===== src/rtl/svpd_pkg.sv =====
`default_nettype none

package svpd_pkg;

    localparam int TURN_BITS      = 24;
    localparam int ANGLE_BITS_DEF = 16;
    localparam int CORDIC_N       = 24;
    localparam int SQ_W           = 32;
    localparam int SQRT_N         = SQ_W;
    localparam int SQ_REM_W       = SQ_W + 2;
    localparam int DIV_W          = 32;
    localparam int DIV_N          = DIV_W;
    localparam int SUP_W          = 16;
    localparam int CW             = 36;
    localparam int ZW             = 26;
    localparam int SW             = CW - 14;
    localparam int MW             = DIV_W + 1;
    localparam int DW             = 40;
    localparam int PCT_W          = 7;
    localparam int PER_W          = 10;

    localparam logic [ZW-1:0] HALF_TURN    = ZW'(8388608);
    localparam logic [ZW-1:0] QUARTER_TURN = ZW'(4194304);
    localparam logic [ZW-1:0] SIXTH_TURN   = ZW'(2796203);
    localparam logic [CW-1:0] SQRT3_GAIN   = CW'(1129354069);

    // x/6 for x below 2^25 as (x * ceil(2^26/6)) >> 26
    localparam logic [23:0] PHI_RECIP = 24'd11184811;
    localparam int          PHI_SHIFT = 26;
    // x/100 for 16-bit x as (x * ceil(2^23/100)) >> 23
    localparam logic [16:0] PER_RECIP = 17'd83887;
    localparam int          PER_SHIFT = 23;

    localparam logic [15:0] SUPPLY_RST = 16'd3072;
    localparam logic [15:0] PERIOD_RST = 16'd4200;

    typedef enum logic {
        REG_SUPPLY = 1'b0,
        REG_PERIOD = 1'b1
    } reg_idx_t;

    typedef enum logic [2:0] {
        SEC_1 = 3'd1,
        SEC_2 = 3'd2,
        SEC_3 = 3'd3,
        SEC_4 = 3'd4,
        SEC_5 = 3'd5,
        SEC_6 = 3'd6
    } sector_t;

    typedef struct packed {
        logic signed [CW-1:0] x;
        logic signed [CW-1:0] y;
        logic signed [ZW-1:0] z;
    } cordic_t;

    typedef struct packed {
        logic [SQ_W-1:0]     rad;
        logic [SQ_REM_W-1:0] rem;
        logic [SQ_W-1:0]     root;
    } sqrt_t;

    typedef struct packed {
        logic [DIV_W-1:0] num;
        logic [SUP_W-1:0] rem;
        logic [DIV_W-1:0] quo;
    } div_t;

    // arctan(2^-i) in 2^-24 turn
    function automatic logic [21:0] atan_step(input int i);
        logic [21:0] v;
        case (i)
            0:       v = 22'd2097152;
            1:       v = 22'd1238021;
            2:       v = 22'd654136;
            3:       v = 22'd332050;
            4:       v = 22'd166669;
            5:       v = 22'd83416;
            6:       v = 22'd41718;
            7:       v = 22'd20860;
            8:       v = 22'd10430;
            9:       v = 22'd5215;
            10:      v = 22'd2608;
            11:      v = 22'd1304;
            12:      v = 22'd652;
            13:      v = 22'd326;
            14:      v = 22'd163;
            15:      v = 22'd81;
            16:      v = 22'd41;
            17:      v = 22'd20;
            18:      v = 22'd10;
            19:      v = 22'd5;
            20:      v = 22'd3;
            21:      v = 22'd1;
            22:      v = 22'd1;
            default: v = 22'd0;
        endcase
        return v;
    endfunction

    // whole percent of a Q16 duty, clamped to 0..100
    function automatic logic [PCT_W-1:0] duty_pct(input logic signed [DW-1:0] duty);
        logic [22:0] prod;
        logic [PCT_W-1:0] p;
        prod = 23'(duty[15:0]) * 23'd100;
        if (duty < 0) p = '0;
        else if (duty >= DW'(65536)) p = PCT_W'(100);
        else p = prod[22:16];
        return p;
    endfunction

    // compare = step*pct - 1, held at zero
    function automatic logic [15:0] pct_compare(input logic [PER_W-1:0] step,
                                                input logic [PCT_W-1:0] pct);
        logic [16:0] prod;
        logic [15:0] c;
        prod = 17'(step) * 17'(pct);
        if (prod == '0) c = '0;
        else c = 16'(prod - 17'd1);
        return c;
    endfunction

endpackage

`default_nettype wire


===== src/rtl/svpd_sqrt_cell.sv =====
`default_nettype none

// One root bit: bring down two radicand bits, try the next root digit.
module svpd_sqrt_cell (
    input  wire logic            clk,
    input  wire logic            en,
    input  wire svpd_pkg::sqrt_t din,
    output svpd_pkg::sqrt_t      dout
);

    svpd_pkg::sqrt_t data_reg, data_next;
    logic [svpd_pkg::SQ_REM_W+1:0] part;
    logic [svpd_pkg::SQ_REM_W+1:0] trial;

    always_comb
    begin
        part  = {din.rem, din.rad[svpd_pkg::SQ_W-1 -: 2]};
        trial = {2'b00, din.root, 2'b01};
        data_next.rad = {din.rad[svpd_pkg::SQ_W-3:0], 2'b00};
        if (part >= trial)
        begin
            data_next.rem  = svpd_pkg::SQ_REM_W'(part - trial);
            data_next.root = {din.root[svpd_pkg::SQ_W-2:0], 1'b1};
        end
        else
        begin
            data_next.rem  = svpd_pkg::SQ_REM_W'(part);
            data_next.root = {din.root[svpd_pkg::SQ_W-2:0], 1'b0};
        end
    end

    always_ff @(posedge clk)
    begin
        if (en)
        begin
            data_reg <= data_next;
        end
    end

    assign dout = data_reg;

endmodule

`default_nettype wire


===== config.mk =====
export PLATFORM = sky130hd
export DESIGN_NAME = svpd_sqrt_cell
export DESIGN_NICKNAME = d
export VERILOG_FILES = /design/src/rtl/svpd_pkg.sv /design/src/rtl/svpd_sqrt_cell.sv
export SDC_FILE = /design/constraint.sdc
export NUM_CORES = 1
export LEC_CHECK = 0
export BUFFER_PORTS_ARGS = -buffer_cell sky130_fd_sc_hd__buf_2
export CORE_ASPECT_RATIO = 1.75
export CORE_MARGIN = 5
export CORE_UTILIZATION = 38
export CTS_BUF_LIST = sky130_fd_sc_hd__clkbuf_4 sky130_fd_sc_hd__clkbuf_8
export CTS_CLUSTER_DIAMETER = 60
export DETAILED_ROUTE_END_ITERATION = 6
export PLACE_DENSITY = 0.64
export SLEW_MARGIN = 20
export SYNTH_ARGS = -nofsm -noshare
export SYNTH_HDL_FRONTEND = slang
export SYNTH_SLANG_ARGS = --single-unit

===== constraint.sdc =====
create_clock -name clk -period 3.2 [get_ports clk]
set_input_delay 0.64 -clock clk [delete_from_list [all_inputs] [get_ports clk]]
set_output_delay 0.64 -clock clk [all_outputs]
set_load 0.005 [all_outputs]

==> results.toml, run 1 <==
[place]
io_buffers = 195
gp_congestion = 0.922
dp_hpwl_um = 11600
placed_area_um2 = 6680

[logic_synthesis]
synth.distinct_cells = 62
syn_inst = 475
synth_area_um2 = 5350
yosysMostFrequentCell = "edfxtp_1"
postSynthAreaPerCell_um2 = 11.3
yosys.area.top_type = "edfxtp_1"
synth_common_cells = "edfxtp_1, nand2_1, inv_1"
yosysTopAreaCellShare = 0.538
synthTopCellsByArea = "edfxtp_1, ha_1, nand2_1"
ys.warnings.count = 0
synth_enable_flop_cells = 96
synth_flop_cell = "edfxtp_1"
ys_ff_latch = 96
async_flop_share = 0
seq_area_frac_synth = 0.538

[floorplanning]
start_util = 0.387
dieWidth_um = 99.7
dieArea_um2 = 16700
fp.dieH_um = 167
core_um2 = 13800
rows = 57
ios = 198

[sta]
fin_tns_setup_ps = 0
final-setup-viol-count = 0
rsz0062_at_grt = "no"
slew_headroom = 0.633
slew_viol_final = 0
finalHoldViolCount = 0
timing.final.crit_share = 0.892
worst_pin_slew_ps = 550
hold_ws_ps = 435
clock.fmax_ghz = 0.350
period_needed_ps = 2860

[setup_path]
worstSetupEndpointType = "register"
cp.required_ps = 3340
worstPathMaxFanout = 6
crit_arrival_ps = 3000
crit_type = "input pin to register"
startpoint_type = "input pin"

[finish]
antenna_cells = 0
design_area_um2 = 6880
syn_to_final_growth_pct = 28.5
nNetsFinal = 826
drive_gt1_frac = 0.373
largest_reg_flops = 96

[drt]
dr.pass1.iters = 5
drt-total-wl_um = 14300
vias = 4413
ant_nets = 0
drt_iter0_drc = 227
drc = 0
wl_per_cell_um = 16.3
viasPerCell = 5.05

[power_and_ir_drop]
power_mw = 3.16
p_int_mw = 2.23
netSwitchingPower_mw = 0.929
sw_frac_of_total = 0.294
pwr-share-seq = 0.501
p_leak_nw = 3.12
p_comb_frac = 0.255
pwr-share-clk = 0.244
ir_drop_uv = 215
powerDensity_nw_per_um2 = 460

[cts]
cts_setup_buffers = 0
cts.sinks = 96
cts_buffers = 9
ctsResizeCount = 0
cts-htree-levels = 3
cts_hold_buf = 0
clockBufferDepth = 2
cts_tree = "built"
cts-root-buf = "clkbuf_8"
clk_pin_slew_ps = 110

[global_route]
grt_max_degree = 60
grt_antenna_before_repair = 0
first_global_vias = 4608
grt_pass1_wl_um = 22200
gr-total-overflow = 0
gr-usage-all-layers = 0.168

[outcome]
status = "finished clean"

[hold_path]
worstHoldPathCells = 1
min_path_type = "input pin to register"

[flow_run]
cap_violations = 0
-- cell type report --
type / count / area (um^2)
clock buffers: 10 / 131
clock inverters: 6 / 62.6
fillers: 1296 / 6960
inverters: 43 / 163
multi-input cells: 321 / 2220
flip-flops and latches: 96 / 2880
well taps: 177 / 221
repair buffers: 221 / 1200
-- critical path, stage by stage --
cell	delay, ps
buf_2	90
inv_1	40
ha_1	380
a21o_1	230
or3_1	340
o21a_1	220
a311oi_2	350
o21ai_2	170
a31oi_4	240
mux2i_1	90
a31o_1	200
-- kinds of logic (layout without fill, tap and decap cells) --
kind of cell | count (synthesis) | after routing | share of synthesized area
AO/OA/AOI/OAI | 133 | 133 | 0.174
buffers and inverters | 59 | 280 | 0.0481
flip-flops | 96 | 96 | 0.538
adder cells (fa/ha/maj) | 34 | 34 | 0.0795
AND/OR/NAND/NOR | 120 | 120 | 0.105
other | 1 | 2 | 0.000700
multiplexers | 5 | 5 | 0.0103
XOR/XNOR | 27 | 27 | 0.0442
-- path summary, 6_finish.rpt --
kind	startpoint	endpoint	slack [ps]
max	din[3]	dout[58]	340
min	din[85]	dout[87]	440
-- through the flow --
stage               worst slack (ps)   util  cells
detailed placement             -45.0  0.483    858
finish                           345  0.497    874
global route                     213  0.497    874
floorplan                        301      -    476
CTS                              363  0.497    874
global placement                15.1  0.483    858
-- placed cells by master, fill, tap and decap left out, types with 2 or more instances in the layout --
cell type	netlist	final
buf_2	6	194
ha_1	34	34
nor2_1	18	18
conb_1	1	2
a31oi_1	4	4
edfxtp_1	96	96
xor2_1	13	13
nand4_1	6	6
xnor2_1	14	14
nand2_1	58	58
a21boi_0	2	2
o211ai_1	2	2
nand3_1	6	6
inv_1	42	42
clkinv_4	0	3
o31ai_1	4	4
clkbuf_8	1	9
mux2i_1	4	4
a21o_1	19	19
and2_1	3	3
o21a_1	3	2
o41ai_2	3	3
o31a_1	2	2
and3_1	2	2
a31o_1	2	2
nor3_1	10	10
o221ai_1	2	2
buf_4	2	25
nand2b_1	5	5
a21oi_1	28	28
and2_2	2	2
o21ai_0	41	41
o21ai_1	4	4
buf_12	0	2
and3_2	3	3
-- power groups by stage --
stage	Combinational (mW)	Clock [mW]	Sequential, mW
after global routing	0.890	0.867	1.59
after global placement	0.793	0	1.61
after floorplan	0.410	0	1.64
after CTS	0.814	0.802	1.58
after detailed placement	0.811	0	1.61
final	0.806	0.772	1.58
-- metal layers --
layer,vias up,part of all wire,global-route usage
li1,2166,-,-
met5,-,0,0
met3,29,0.079,0.0368
met1,2037,0.34,0.167
met4,0,0.027,0.0725
met2,181,0.56,0.323
Power figures use the tool's default switching activity.
==> run 2: changes to the inputs <==
--- a/config.mk
+++ b/config.mk
@@ -9,7 +9,7 @@
 export CORE_ASPECT_RATIO = 1.75
 export CORE_MARGIN = 5
 export CORE_UTILIZATION = 38
-export CTS_BUF_LIST = sky130_fd_sc_hd__clkbuf_4 sky130_fd_sc_hd__clkbuf_8
+export CTS_BUF_LIST = sky130_fd_sc_hd__clkbuf_4 sky130_fd_sc_hd__clkbuf_8 sky130_fd_sc_hd__clkbuf_16
 export CTS_CLUSTER_DIAMETER = 60
 export DETAILED_ROUTE_END_ITERATION = 6
 export PLACE_DENSITY = 0.64
==> run 2 against run 1 <==
Worst setup slack worse by 25 ps. Routed wire length shrank 0.62%. Core utilization rose by 0.73 points.
==> results.toml, run 2 (synthesis gave the netlist of run 1 again) <==
[cts]
clk_pin_slew_ps = 80
cts_setup_buffers = 0
cts-htree-levels = 3
cts_hold_buf = 0
cts.sinks = 96
cts_tree = "built"
ctsResizeCount = 0
clockBufferDepth = 2
cts-root-buf = "clkbuf_16"
cts_buffers = 9

[global_route]
gr-usage-all-layers = 0.167
grt_antenna_before_repair = 0
grt_max_degree = 60
first_global_vias = 4618
gr-total-overflow = 0
grt_pass1_wl_um = 22200

[sta]
timing.final.crit_share = 0.900
clock.fmax_ghz = 0.347
rsz0062_at_grt = "no"
period_needed_ps = 2880
hold_ws_ps = 471
fin_tns_setup_ps = 0
finalHoldViolCount = 0
slew_viol_final = 0
final-setup-viol-count = 0
worst_pin_slew_ps = 548
slew_headroom = 0.635

[place]
gp_congestion = 0.922
dpl.cell_count = 858
placed_area_um2 = 6680
dp_hpwl_um = 11600
io_buffers = 195

[floorplanning]
ios = 198
fp.dieH_um = 167
core_um2 = 13800
dieWidth_um = 99.7
dieArea_um2 = 16700
start_util = 0.387
rows = 57

[power_and_ir_drop]
netSwitchingPower_mw = 0.962
powerDensity_nw_per_um2 = 493
p_leak_nw = 3.16
pwr-share-seq = 0.460
ir_drop_uv = 246
pwr-share-clk = 0.306
p_comb_frac = 0.234
sw_frac_of_total = 0.280
p_int_mw = 2.48

[finish]
stdcell_count = 874
largest_reg_flops = 96
drive_gt1_frac = 0.373
layout_commonest_cell = "buf_2"
design_area_um2 = 6980
finish.utilization = 0.504
mostFrequentLayoutCells = "buf_2, edfxtp_1, nand2_1, inv_1, o21ai_0"
nNetsFinal = 826
antenna_cells = 0
syn_to_final_growth_pct = 30.4

[outcome]
status = "finished clean"

[hold_path]
worstHoldStart = "din[85]"
worstHoldPathCells = 1
min_to = "dout[87]"
min_path_type = "input pin to register"

[setup_path]
cp_cell_sequence = "buf_2 > inv_1 > ha_1 > a21o_1 > or3_1 > o21a_1 > a311oi_2 > o21ai_2 > a31oi_4 > mux2i_1 > a31o_1"
crit_arrival_ps = 2990
worstSetupEndpointType = "register"
worstPathMaxFanout = 6
startpoint_type = "input pin"
cp_slowest_cell = "ha_1"
cp.required_ps = 3310
worst_path_largest_cell_delay_ps = 380
crit_type = "input pin to register"

[drt]
drt-total-wl_um = 14200
dr.pass1.iters = 4
drc = 0
viasPerCell = 5.04
wl_per_cell_um = 16.2
ant_nets = 0
vias = 4408
drt_iter0_drc = 196

[flow_run]
cap_violations = 0
run 2: routing by layer:
| layer | global-route usage | part of all wire |
|---|---|---|
| met5 | 0 | 0 |
| met4 | 0.0690 | 0.027 |
| met3 | 0.0318 | 0.077 |
| met2 | 0.325 | 0.56 |
| met1 | 0.166 | 0.34 |
run 2: worst max-delay path by stage:
| stage | start | endpoint | slack (ps) | depth (start not counted) |
|---|---|---|---|---|
| after floorplan | din[9] | dout[59] | 300 | 10 |
| after global placement | din[3] | dout[58] | 20 | 11 |
| after detailed placement | din[3] | dout[58] | -40 | 11 |
| after CTS | din[3] | dout[58] | 320 | 11 |
| after global routing | din[3] | dout[58] | 190 | 11 |
| final | din[3] | dout[58] | 320 | 11 |
run 2: power groups by stage:
stage / registers (mW) / logic, mW / clock network (mW)
after floorplan: 1.64 / 0.410 / 0
after global placement: 1.61 / 0.793 / 0
after detailed placement: 1.61 / 0.811 / 0
after CTS: 1.58 / 0.815 / 1.08
after global routing: 1.60 / 0.890 / 1.14
final: 1.58 / 0.806 / 1.05
run 2: final cells by class:
type / count / area [um^2]
fillers: 1279 / 6860
flip-flops and latches: 96 / 2880
multi-input cells: 321 / 2220
repair buffers: 221 / 1200
clock buffers: 10 / 233
well taps: 177 / 221
inverters: 43 / 163
clock inverters: 6 / 62.6
run 2: metrics by stage:
| step | worst slack (ps) | total power [mW] |
|---|---|---|
| 2_1_floorplan | 301 | 2.05 |
| 3_3_place_gp | 15.1 | 2.40 |
| 5_1_grt | 191 | 3.63 |
| 3_5_place_dp | -45.0 | 2.42 |
| 6_report | 320 | 3.44 |
| 4_1_cts | 323 | 3.48 |
run 2: critical path, delay by kind of cell:
| kind | cells | cell delay, ps |
|---|---|---|
| AO/OA/AOI/OAI | 6 | 1400 |
| multiplexers | 1 | 100 |
| adder cells (fa/ha/maj) | 1 | 380 |
| buffers and inverters | 2 | 130 |
| AND/OR/NAND/NOR | 1 | 340 |
