<file path="src/rtl/svpd_pkg.sv">
`default_nettype none

package svpd_pkg;

    localparam int TURN_BITS      = 24;
    localparam int ANGLE_BITS_DEF = 16;
    localparam int CORDIC_N       = 24;
    localparam int SQ_W           = 32;
    localparam int SQRT_N         = SQ_W;
    localparam int SQ_REM_W       = SQ_W + 2;
    localparam int DIV_W          = 32;
    localparam int DIV_N          = DIV_W;
    localparam int SUP_W          = 16;
    localparam int CW             = 36;
    localparam int ZW             = 26;
    localparam int SW             = CW - 14;
    localparam int MW             = DIV_W + 1;
    localparam int DW             = 40;
    localparam int PCT_W          = 7;
    localparam int PER_W          = 10;

    localparam logic [ZW-1:0] HALF_TURN    = ZW'(8388608);
    localparam logic [ZW-1:0] QUARTER_TURN = ZW'(4194304);
    localparam logic [ZW-1:0] SIXTH_TURN   = ZW'(2796203);
    localparam logic [CW-1:0] SQRT3_GAIN   = CW'(1129354069);

    // x/6 for x below 2^25 as (x * ceil(2^26/6)) >> 26
    localparam logic [23:0] PHI_RECIP = 24'd11184811;
    localparam int          PHI_SHIFT = 26;
    // x/100 for 16-bit x as (x * ceil(2^23/100)) >> 23
    localparam logic [16:0] PER_RECIP = 17'd83887;
    localparam int          PER_SHIFT = 23;

    localparam logic [15:0] SUPPLY_RST = 16'd3072;
    localparam logic [15:0] PERIOD_RST = 16'd4200;

    typedef enum logic {
        REG_SUPPLY = 1'b0,
        REG_PERIOD = 1'b1
    } reg_idx_t;

    typedef enum logic [2:0] {
        SEC_1 = 3'd1,
        SEC_2 = 3'd2,
        SEC_3 = 3'd3,
        SEC_4 = 3'd4,
        SEC_5 = 3'd5,
        SEC_6 = 3'd6
    } sector_t;

    typedef struct packed {
        logic signed [CW-1:0] x;
        logic signed [CW-1:0] y;
        logic signed [ZW-1:0] z;
    } cordic_t;

    typedef struct packed {
        logic [SQ_W-1:0]     rad;
        logic [SQ_REM_W-1:0] rem;
        logic [SQ_W-1:0]     root;
    } sqrt_t;

    typedef struct packed {
        logic [DIV_W-1:0] num;
        logic [SUP_W-1:0] rem;
        logic [DIV_W-1:0] quo;
    } div_t;

    // arctan(2^-i) in 2^-24 turn
    function automatic logic [21:0] atan_step(input int i);
        logic [21:0] v;
        case (i)
            0:       v = 22'd2097152;
            1:       v = 22'd1238021;
            2:       v = 22'd654136;
            3:       v = 22'd332050;
            4:       v = 22'd166669;
            5:       v = 22'd83416;
            6:       v = 22'd41718;
            7:       v = 22'd20860;
            8:       v = 22'd10430;
            9:       v = 22'd5215;
            10:      v = 22'd2608;
            11:      v = 22'd1304;
            12:      v = 22'd652;
            13:      v = 22'd326;
            14:      v = 22'd163;
            15:      v = 22'd81;
            16:      v = 22'd41;
            17:      v = 22'd20;
            18:      v = 22'd10;
            19:      v = 22'd5;
            20:      v = 22'd3;
            21:      v = 22'd1;
            22:      v = 22'd1;
            default: v = 22'd0;
        endcase
        return v;
    endfunction

    // whole percent of a Q16 duty, clamped to 0..100
    function automatic logic [PCT_W-1:0] duty_pct(input logic signed [DW-1:0] duty);
        logic [22:0] prod;
        logic [PCT_W-1:0] p;
        prod = 23'(duty[15:0]) * 23'd100;
        if (duty < 0) p = '0;
        else if (duty >= DW'(65536)) p = PCT_W'(100);
        else p = prod[22:16];
        return p;
    endfunction

    // compare = step*pct - 1, held at zero
    function automatic logic [15:0] pct_compare(input logic [PER_W-1:0] step,
                                                input logic [PCT_W-1:0] pct);
        logic [16:0] prod;
        logic [15:0] c;
        prod = 17'(step) * 17'(pct);
        if (prod == '0) c = '0;
        else c = 16'(prod - 17'd1);
        return c;
    endfunction

endpackage

`default_nettype wire

</file>
<file path="src/rtl/svpd_div_cell.sv">
`default_nettype none

// One quotient bit of a restoring divide by the supply voltage.
module svpd_div_cell (
    input  wire logic                         clk,
    input  wire logic                         en,
    input  wire logic [svpd_pkg::SUP_W-1:0]   divisor,
    input  wire svpd_pkg::div_t               din,
    output svpd_pkg::div_t                    dout
);

    svpd_pkg::div_t data_reg, data_next;
    logic [svpd_pkg::SUP_W:0] part;
    logic                     fits;

    always_comb
    begin
        part = {din.rem, din.num[svpd_pkg::DIV_W-1]};
        fits = part >= {1'b0, divisor};
        data_next.num = {din.num[svpd_pkg::DIV_W-2:0], 1'b0};
        data_next.rem = fits ? svpd_pkg::SUP_W'(part - {1'b0, divisor})
                             : svpd_pkg::SUP_W'(part);
        data_next.quo = {din.quo[svpd_pkg::DIV_W-2:0], fits};
    end

    always_ff @(posedge clk)
    begin
        if (en)
        begin
            data_reg <= data_next;
        end
    end

    assign dout = data_reg;

endmodule

`default_nettype wire

</file>
<file path="config.mk">
export PLATFORM = sky130hd
export DESIGN_NAME = svpd_div_cell
export DESIGN_NICKNAME = d
export VERILOG_FILES = /design/src/rtl/svpd_pkg.sv /design/src/rtl/svpd_div_cell.sv
export SDC_FILE = /design/constraint.sdc
export NUM_CORES = 1
export LEC_CHECK = 0
export BUFFER_PORTS_ARGS = -buffer_cell sky130_fd_sc_hd__clkbuf_2
export CAP_MARGIN = 20
export CORE_MARGIN = 2
export CORE_UTILIZATION = 49
export CTS_CLUSTER_SIZE = 25
export DETAILED_ROUTE_END_ITERATION = 10
export GPL_ROUTABILITY_DRIVEN = 0
export MAX_ROUTING_LAYER = met4
export PLACE_DENSITY = 0.85
export SLEW_MARGIN = 10
export SYNTH_ARGS = -nofsm -noshare
export SYNTH_HDL_FRONTEND = slang
export SYNTH_SLANG_ARGS = --single-unit
export TNS_END_PERCENT = 20
</file>
<file path="constraint.sdc">
create_clock -name clk -period 7.1 [get_ports clk]
set_input_delay 0.355 -clock clk [delete_from_list [all_inputs] [get_ports clk]]
set_output_delay 0.355 -clock clk [all_outputs]
set_load 0.02 [all_outputs]
</file>
==> flow_summary.ini, run 1 <==
[timing]
tns_ps = 0
finalHoldViolations = 0
finalCriticalPeriod_ps = 2700
clock.fmax_ghz = 0.371
setup_ws_ps = 4400
rsz0062_at_grt = false
slew_headroom = 0.329
slew_viol_final = 0
setup_viol_count_final = 0
holdWs_ps = 180
period_share = 0.380
worstMarginPinSlew_ps = 1010

[finish]
final_cell_area_um2 = 4700
multi_input_area_um2 = 1030
layout_commonest_cell = clkbuf_2
nNetsFinal = 532
drive_above_1_share = 0.495
diodes = 0
fill_cells = 502
stdcell_count = 518
area_delta_synth_final_pct = 33.1
largest_register_ffs = 79
regArea_um2 = 2370
layout_common_cells = clkbuf_2 (174), edfxtp_1 (79), inv_1 (22)

[synth]
ys_ff_latch = 79
synth-simple-area-share = 0.0468
synth_top_family_by_area = compound AO/OA/AOI/OAI gates
synth_cell_type_count = 40
muxShareOfSynthArea = 0.0535
synth_compound_area_frac = 0.107
yosysTopAreaCellShare = 0.672
synth_nets = 351
synth_area_leader_cell = edfxtp_1
synth-edff-count = 79
synth_seq_area_share = 0.672
synthFlopType = edfxtp_1
syn_avg_cell_area_um2 = 15.0
synth-async-reset-ratio = 0
synth_xor_area_frac = 0.0223
yosys_warnings = 0
synth_area_leaders = edfxtp_1 (67%), ha_1 (5.7%), mux2_4 (2.6%)
syn_inst = 236
synthAdderAreaFrac = 0.0624
syn-cell-area_um2 = 3530

[placement]
io_buffers = 175
place_hpwl_um = 6030
place_ws_ps = 4010
post-place-cells = 502
placed_cell_area_um2 = 4490

[floorplanning]
initial_core_util = 0.514
ios = 178
die_h_um = 88.9
rows = 30
die_x_um = 88.9
core_um2 = 6870
die_area_um2 = 7900

[worst_setup_path]
cp.arrival_ps = 2800
cp.required_ps = 7200
worstSetupPathType = input port to flip-flop
start_kind = input port
endpoint_kind = flip-flop
crit_fanout = 17

[clocking]
postCtsSetupBuffers = 0
htreeDepth = 3
cts_root_buf = clkbuf_8
cts_tree = built
clock-sinks = 79
clkSlewWorstSetupHoldPaths_ps = 100
cts_hold_buf = 0
ctsResizeCount = 0
cts_buffers = 9
clockBufferDepth = 2

[grt]
grt_overflow_total = 0
antenna_found_initial = 0
grt_pass1_wl_um = 11700
grt_pass1_vias = 2528
grtUsageTotal = 0.201
grt_max_degree = 80

[routing]
drtIter0Drc = 101
ant_nets = 0
drc = 0
wl_um = 7860
routed_via_density = 5.00
drtPass1Iterations = 4
dr_total_vias = 2588
wl_per_cell_um = 15.2

[power]
ir_drop_mv = 0.123
clockPowerShare = 0.298
p_int_mw = 0.834
p_switching_mw = 0.338
swShare = 0.288
seqPwrFrac = 0.493
power.leakage_nw = 2.17
pwr-share-comb = 0.209
power.density_nw_per_um2 = 250

[run]
drv_cap = 0

[min_path]
hold_path.class = input port to flip-flop

[run_status]
status = complete, no violations
-- layer usage --
metal / GRT usage / wire, um
met1: 0.226 / 3030
met2: 0.355 / 4100
met3: 0.0494 / 678
met4: 0.0537 / 54
met5: - / 0
-- cell usage after synthesis (all sizes together), types with 2 or more instances --
cell type and instances:
nand2 8, edfxtp 79, nor2 12, nor2b 3, xnor2 6, nand3 3
a21boi 2, a211oi 5, ha 16, xor2 3, inv 22, o211ai 2
o31a 2, nand4 3, mux2 13, o21a 3, mux2i 2, o21ai 13
a21oi 14, buf 4, a21o 7
-- critical path, stage by stage --
cell,delay (ps)
clkbuf_2,70
inv_1,30
ha_1,360
a211oi_1,330
o211ai_1,180
o21ai_2,220
o211ai_2,150
a31oi_4,660
mux2_2,410
-- layout make-up --
| cell class | instances | area share |
|---|---|---|
| Timing Repair Buffer | 175 | 0.187 |
| Clock buffer | 9 | 0.0264 |
| Clock inverter | 7 | 0.0179 |
| Multi-Input combinational cell | 130 | 0.220 |
| Tap cell | 96 | 0.0256 |
| Sequential cell | 79 | 0.505 |
| Inverter | 22 | 0.0176 |
-- final timing paths --
check	from	to	slack, ps	cells after the start
worst max-delay path	divisor[4]	dout[34]$_DFFE_PP_	4400	9
worst min-delay path	din[18]	dout[19]$_DFFE_PP_	180	1
-- power by group through the flow --
stage	clock [mW]	sequential, mW	combinational (mW)
floorplan	0	0.646	0.0949
global placement	0	0.586	0.239
detailed placement	0	0.589	0.246
CTS	0.361	0.578	0.247
global route	0.375	0.583	0.267
finish	0.350	0.577	0.245
-- through the flow --
stage | power, mW | util
CTS | 1.19 | 0.684
floorplan | 0.741 | -
global route | 1.22 | 0.684
detailed placement | 0.834 | 0.653
global placement | 0.825 | 0.653
finish | 1.17 | 0.684
-- logic make-up after synthesis --
logic type	Yosys count
other	1
buffers and inverters	27
XOR/XNOR	9
flip-flops	79
AO/OA/AOI/OAI	55
AND/OR/NAND/NOR	33
adder cells (fa/ha/maj)	17
multiplexers	15
(Power assumes the default switching activity.)
==> run 2: changes to the inputs <==
Settings changed: ABC_AREA set to 1, CORE_UTILIZATION 49 to 46, PLACE_DENSITY 0.85 to 0.8.
Clock period 7.1 ns to 2.5 ns, I/O delays scaled along.
==> run 2 against run 1 <==
Against the previous run: synthesized area grew 4.9%; sequential cell count did not move; sequential power increased to 2.8 times the previous value; highest routed layer unchanged.
==> flow_summary.ini, run 2 <==
[run_status]
status = complete, no violations

[clocking]
clock-sinks = 79
cts_tree = built
clkSlewWorstSetupHoldPaths_ps = 80
postCtsSetupBuffers = 0
cts_hold_buf = 62
htreeDepth = 3
clockBufferDepth = 2
ctsResizeCount = 0
cts_buffers = 9
cts_root_buf = clkbuf_8

[routing]
ant_nets = 0
wl_per_cell_um = 14.9
wl_um = 10400
dr_total_vias = 3313
drtIter0Drc = 158
routed_via_density = 4.71
drc = 0
drtPass1Iterations = 4

[synth]
synth.most_common_cell = nand2_1
synthFlopType = edfxtp_1
synth_nets = 465
synth-edff-count = 79
syn_avg_cell_area_um2 = 10.6
yosys_warnings = 0
yosysTopAreaCellShare = 0.641
synth_cell_type_count = 24
synth_seq_area_share = 0.641
synthTopCellsByCount = nand2_1 (120), edfxtp_1 (79), inv_1 (60)
syn_inst = 350
ys_ff_latch = 79
synth_area_leader_cell = edfxtp_1
syn-cell-area_um2 = 3700
synth_area_leaders = edfxtp_1 (64%), nand2_1 (12%), inv_1 (6.1%)
synth-async-reset-ratio = 0

[floorplanning]
core_um2 = 7770
initial_core_util = 0.477
rows = 32
ios = 178
die_h_um = 93.7
die_x_um = 93.7
die_area_um2 = 8780

[power]
ir_drop_mv = 0.336
power.density_nw_per_um2 = 608
power.leakage_nw = 2.78

[timing]
slew_viol_final = 0
period_share = 0.644
setup_viol_count_final = 0
clock.fmax_ghz = 0.621
tns_ps = 0
worstMarginPinSlew_ps = 674
finalHoldViolations = 0
rsz0062_at_grt = false
finalCriticalPeriod_ps = 1610
setup_ws_ps = 889
slew_headroom = 0.551
holdWs_ps = 66.9

[worst_setup_path]
crit_fanout = 14
cp.arrival_ps = 1810
cpPeakStageDelay_ps = 390
path_delay_family = simple AND/OR/NAND/NOR gates
endpoint_kind = flip-flop
start_kind = input port
cpMostUsedCell = nand2_1
cp_num_buf_inv = 5
cp.required_ps = 2700
crit_slowest_cell = inv_1
path_cells = clkbuf_2 > inv_1 > ha_1 > nand2_2 > inv_1 > nand2_1 > nand2_1 > inv_1 > nand3_2 > nand2_1 > nand2_2 > inv_1 > nand2_1 > nand2_1
worstSetupPathType = input port to flip-flop

[grt]
grt_pass1_wl_um = 15900
grt_max_degree = 52
grt_pass1_vias = 3238
grtUsageTotal = 0.247
grt_overflow_total = 0
antenna_found_initial = 0

[finish]
drive_above_1_share = 0.333
layout_commonest_cell = clkbuf_2
layout_common_cells = clkbuf_2 (174), nand2_1 (120), edfxtp_1 (79)
largest_register_ffs = 79
fill_cells = 582
nNetsFinal = 711
diodes = 0
area_delta_synth_final_pct = 48.6

[min_path]
hold_path.class = input port to flip-flop

[placement]
place_ws_ps = 550
io_buffers = 175
place_hpwl_um = 7140

[run]
drv_cap = 0
[run 2: cell count changes after synthesis, sizes merged, moves of 5 or more]
cell    before  now
inv         22   60
a21oi       14    9
a21o         7    0
o21ai       13    2
nor2        12   19
mux2        13    0
nand3        3   19
a211oi       5    0
xnor2        6    1
nand2        8  122
[run 2: final timing paths]
kind | slack (ps) | start | cells past startpoint | endpoint
setup / recovery | 890 | divisor[8] | 14 | dout[40]$_DFFE_PP_
hold / removal | 70 | din[33] | 3 | dout[34]$_DFFE_PP_
[run 2: final cells by class]
type / instances / area, um^2 / area share
Multi-Input combinational cell: 207 / 1050 / 0.192
Timing Repair Buffer: 239 / 1530 / 0.277
Inverter: 60 / 225 / 0.0409
Tap cell: 102 / 128 / 0.0232
Sequential cell: 79 / 2370 / 0.431
Clock inverter: 6 / 67.6 / 0.0123
Clock buffer: 10 / 128 / 0.0232
[run 2: cells by family after synthesis]
kind of cell | count (synthesis) | synth area share
buffers and inverters | 64 | 0.0744
and+or+nand+nor | 171 | 0.193
other | 1 | 0.00101
xor gates and xnor gates | 6 | 0.0142
DFF | 79 | 0.641
adders and majority gates | 17 | 0.0595
AOI/OAI and AO/OA | 12 | 0.0169
[run 2: layer usage]
layer | global-route usage | vias to the layer above | part of all wire
li1 | - | 1625 | -
met1 | 0.264 | 1501 | 0.37
met2 | 0.438 | 157 | 0.52
met3 | 0.0690 | 30 | 0.082
met4 | 0.0906 | 0 | 0.023
met5 | - | - | 0
[run 2: through the flow]
step | cell area [um^2] | cells | util | total power, mW
final | 5500 | 703 | 0.708 | 3.35
after global routing | 5500 | 703 | 0.708 | 3.52
after CTS | 5500 | 703 | 0.708 | 3.36
after global placement | 4690 | 625 | 0.603 | 2.34
after detailed placement | 4690 | 625 | 0.603 | 2.36
after floorplan | 3700 | 350 | - | 2.09
[run 2: report_power, final]
part           total (mW)  internal [mW]  switching, mW
sequential           1.64           1.60         0.0381
combinational       0.776          0.304          0.472
clock               0.929          0.467          0.462
total                3.35           2.38          0.972
==> run 3: changes to the inputs <==
Clock period 2.5 ns to 1.55 ns, I/O delays scaled along.
==> run 3 against run 2 <==
Against the previous run: total power rose by 66%; clock power rose by 56%; design area rose by 7.4%; non-clock buffer count rose by 44; sequential cell count did not move; die area did not move; critical path type unchanged; largest cell class unchanged; highest routed layer unchanged.
==> flow_summary.ini, run 3 (synthesis gave the netlist of run 2 again) <==
[finish]
area_delta_synth_final_pct = 59.6
fill_cells = 506
largest_register_ffs = 79
drive_above_1_share = 0.391
nNetsFinal = 755
multi_input_area_um2 = 1120
layout_common_cells = clkbuf_2 (174), nand2_1 (119), edfxtp_1 (79)
utilization = 0.761
layout_commonest_cell = clkbuf_2
regArea_um2 = 2370

[run_status]
status = complete, no violations

[power]
p_int_mw = 3.97
clockPowerShare = 0.262
power.leakage_nw = 2.99
pwr-share-comb = 0.261
p_switching_mw = 1.59
seqPwrFrac = 0.478
swShare = 0.286
power.density_nw_per_um2 = 939
ir_drop_mv = 0.471

[worst_setup_path]
worstSetupPathType = input port to flip-flop
cp.arrival_ps = 1570
cp.depth = 12
crit_slowest_cell = ha_1
cpMostUsedCell = nand2_1
path_cells = clkbuf_2 > ha_1 > nand2_1 > nor2_2 > nand2_1 > nor2_1 > nor2_1 > nand2_2 > clkinvlp_4 > buf_12 > nand2_1 > nand2_1
start_kind = input port
cpPeakStageDelay_ps = 350
endpoint_kind = flip-flop
crit_fanout = 14
path_delay_family = simple AND/OR/NAND/NOR gates
cp.required_ps = 1640
cp_num_buf_inv = 3

[timing]
setup_viol_count_final = 0
finalHoldViolations = 0
slew_viol_final = 0
period_share = 0.959
tns_ps = 0
finalCriticalPeriod_ps = 1490
clock.fmax_ghz = 0.673

[floorplanning]
die_area_um2 = 8780
core_um2 = 7770
ios = 178
initial_core_util = 0.477
rows = 32
die_x_um = 93.7
die_h_um = 93.7

[grt]
grt_pass1_wl_um = 16600
grtUsageTotal = 0.253
grt_max_degree = 45
grt_pass1_vias = 3432
grt_overflow_total = 0
antenna_found_initial = 1

[routing]
wl_um = 11000
drc = 0
wl_per_cell_um = 14.7
drtIter0Drc = 117
drtPass1Iterations = 4
ant_nets = 0
routed_via_density = 4.70
dr_total_vias = 3514

[clocking]
clock-sinks = 79
htreeDepth = 3
clkSlewWorstSetupHoldPaths_ps = 80
cts_root_buf = clkbuf_8
clockBufferDepth = 2
cts_tree = built
cts_buffers = 9

[min_path]
hold_depth = 3
hold_path.class = input port to flip-flop

[placement]
io_buffers = 175
place_hpwl_um = 7780

[run]
drv_cap = 0
==> run 3: cell types whose count changed in the layout (fill, tap and decap cells not counted), sizes merged <==
cell | before | now
inv | 62 | 59
diode | 0 | 1
clkinv | 1 | 2
clkbuf | 184 | 185
clkinvlp | 2 | 3
buf | 3 | 47
==> run 3: timing repair <==
action | in CTS | in global routing
hold endpoints to repair | 62 | 0
hold buffers | 62 | 0
endpoints found under the setup margin | 0 | 16
buffers inserted | 0 | 1
gates resized for setup | 0 | 7
==> run 3: worst min-delay path, stage by stage <==
cell	delay, ps
clkbuf_2	90
nand2_1	50
nand2_1	50
==> run 3: through the flow <==
step                worst slack [ps]  total power [mW]  hold slack (ps)  std cells  instance area (um^2)
floorplan                       3.85              3.37              176        350                  3730
global placement                -247              3.92              255        668                  5040
detailed placement              -328              3.97              256        668                  5040
CTS                             32.6              5.55             19.7        746                  5850
global route                   -19.2              5.81             41.7        748                  5910
finish                          63.2              5.55             33.3        748                  5910
==> run 3: layout make-up <==
| type | instances | area share |
|---|---|---|
| Inverter | 60 | 0.0387 |
| Clock buffer | 11 | 0.0222 |
| Clock inverter | 5 | 0.00995 |
| Antenna cell | 1 | 0.000423 |
| Tap cell | 102 | 0.0216 |
| Multi-Input combinational cell | 207 | 0.189 |
| Timing Repair Buffer | 283 | 0.317 |
| Sequential cell | 79 | 0.401 |
==> run 3: power groups by stage <==
stage	clock [mW]	combinational, mW	sequential [mW]
final	1.45	1.45	2.65
after global routing	1.57	1.57	2.67
after CTS	1.50	1.41	2.64
after detailed placement	0	1.28	2.69
after global placement	0	1.24	2.68
after floorplan	0	0.425	2.95
==> run 3: metal layers <==
layer | wire (um) | track usage
met1 | 4190 | 0.286
met2 | 5590 | 0.446
met3 | 869 | 0.0602
met4 | 316 | 0.0785
met5 | 0 | -
==> run 3: path summary, 6_finish.rpt <==
kind / startpoint / end
max: din[38] / dout[44]$_DFFE_PP_
min: din[46] / dout[47]$_DFFE_PP_
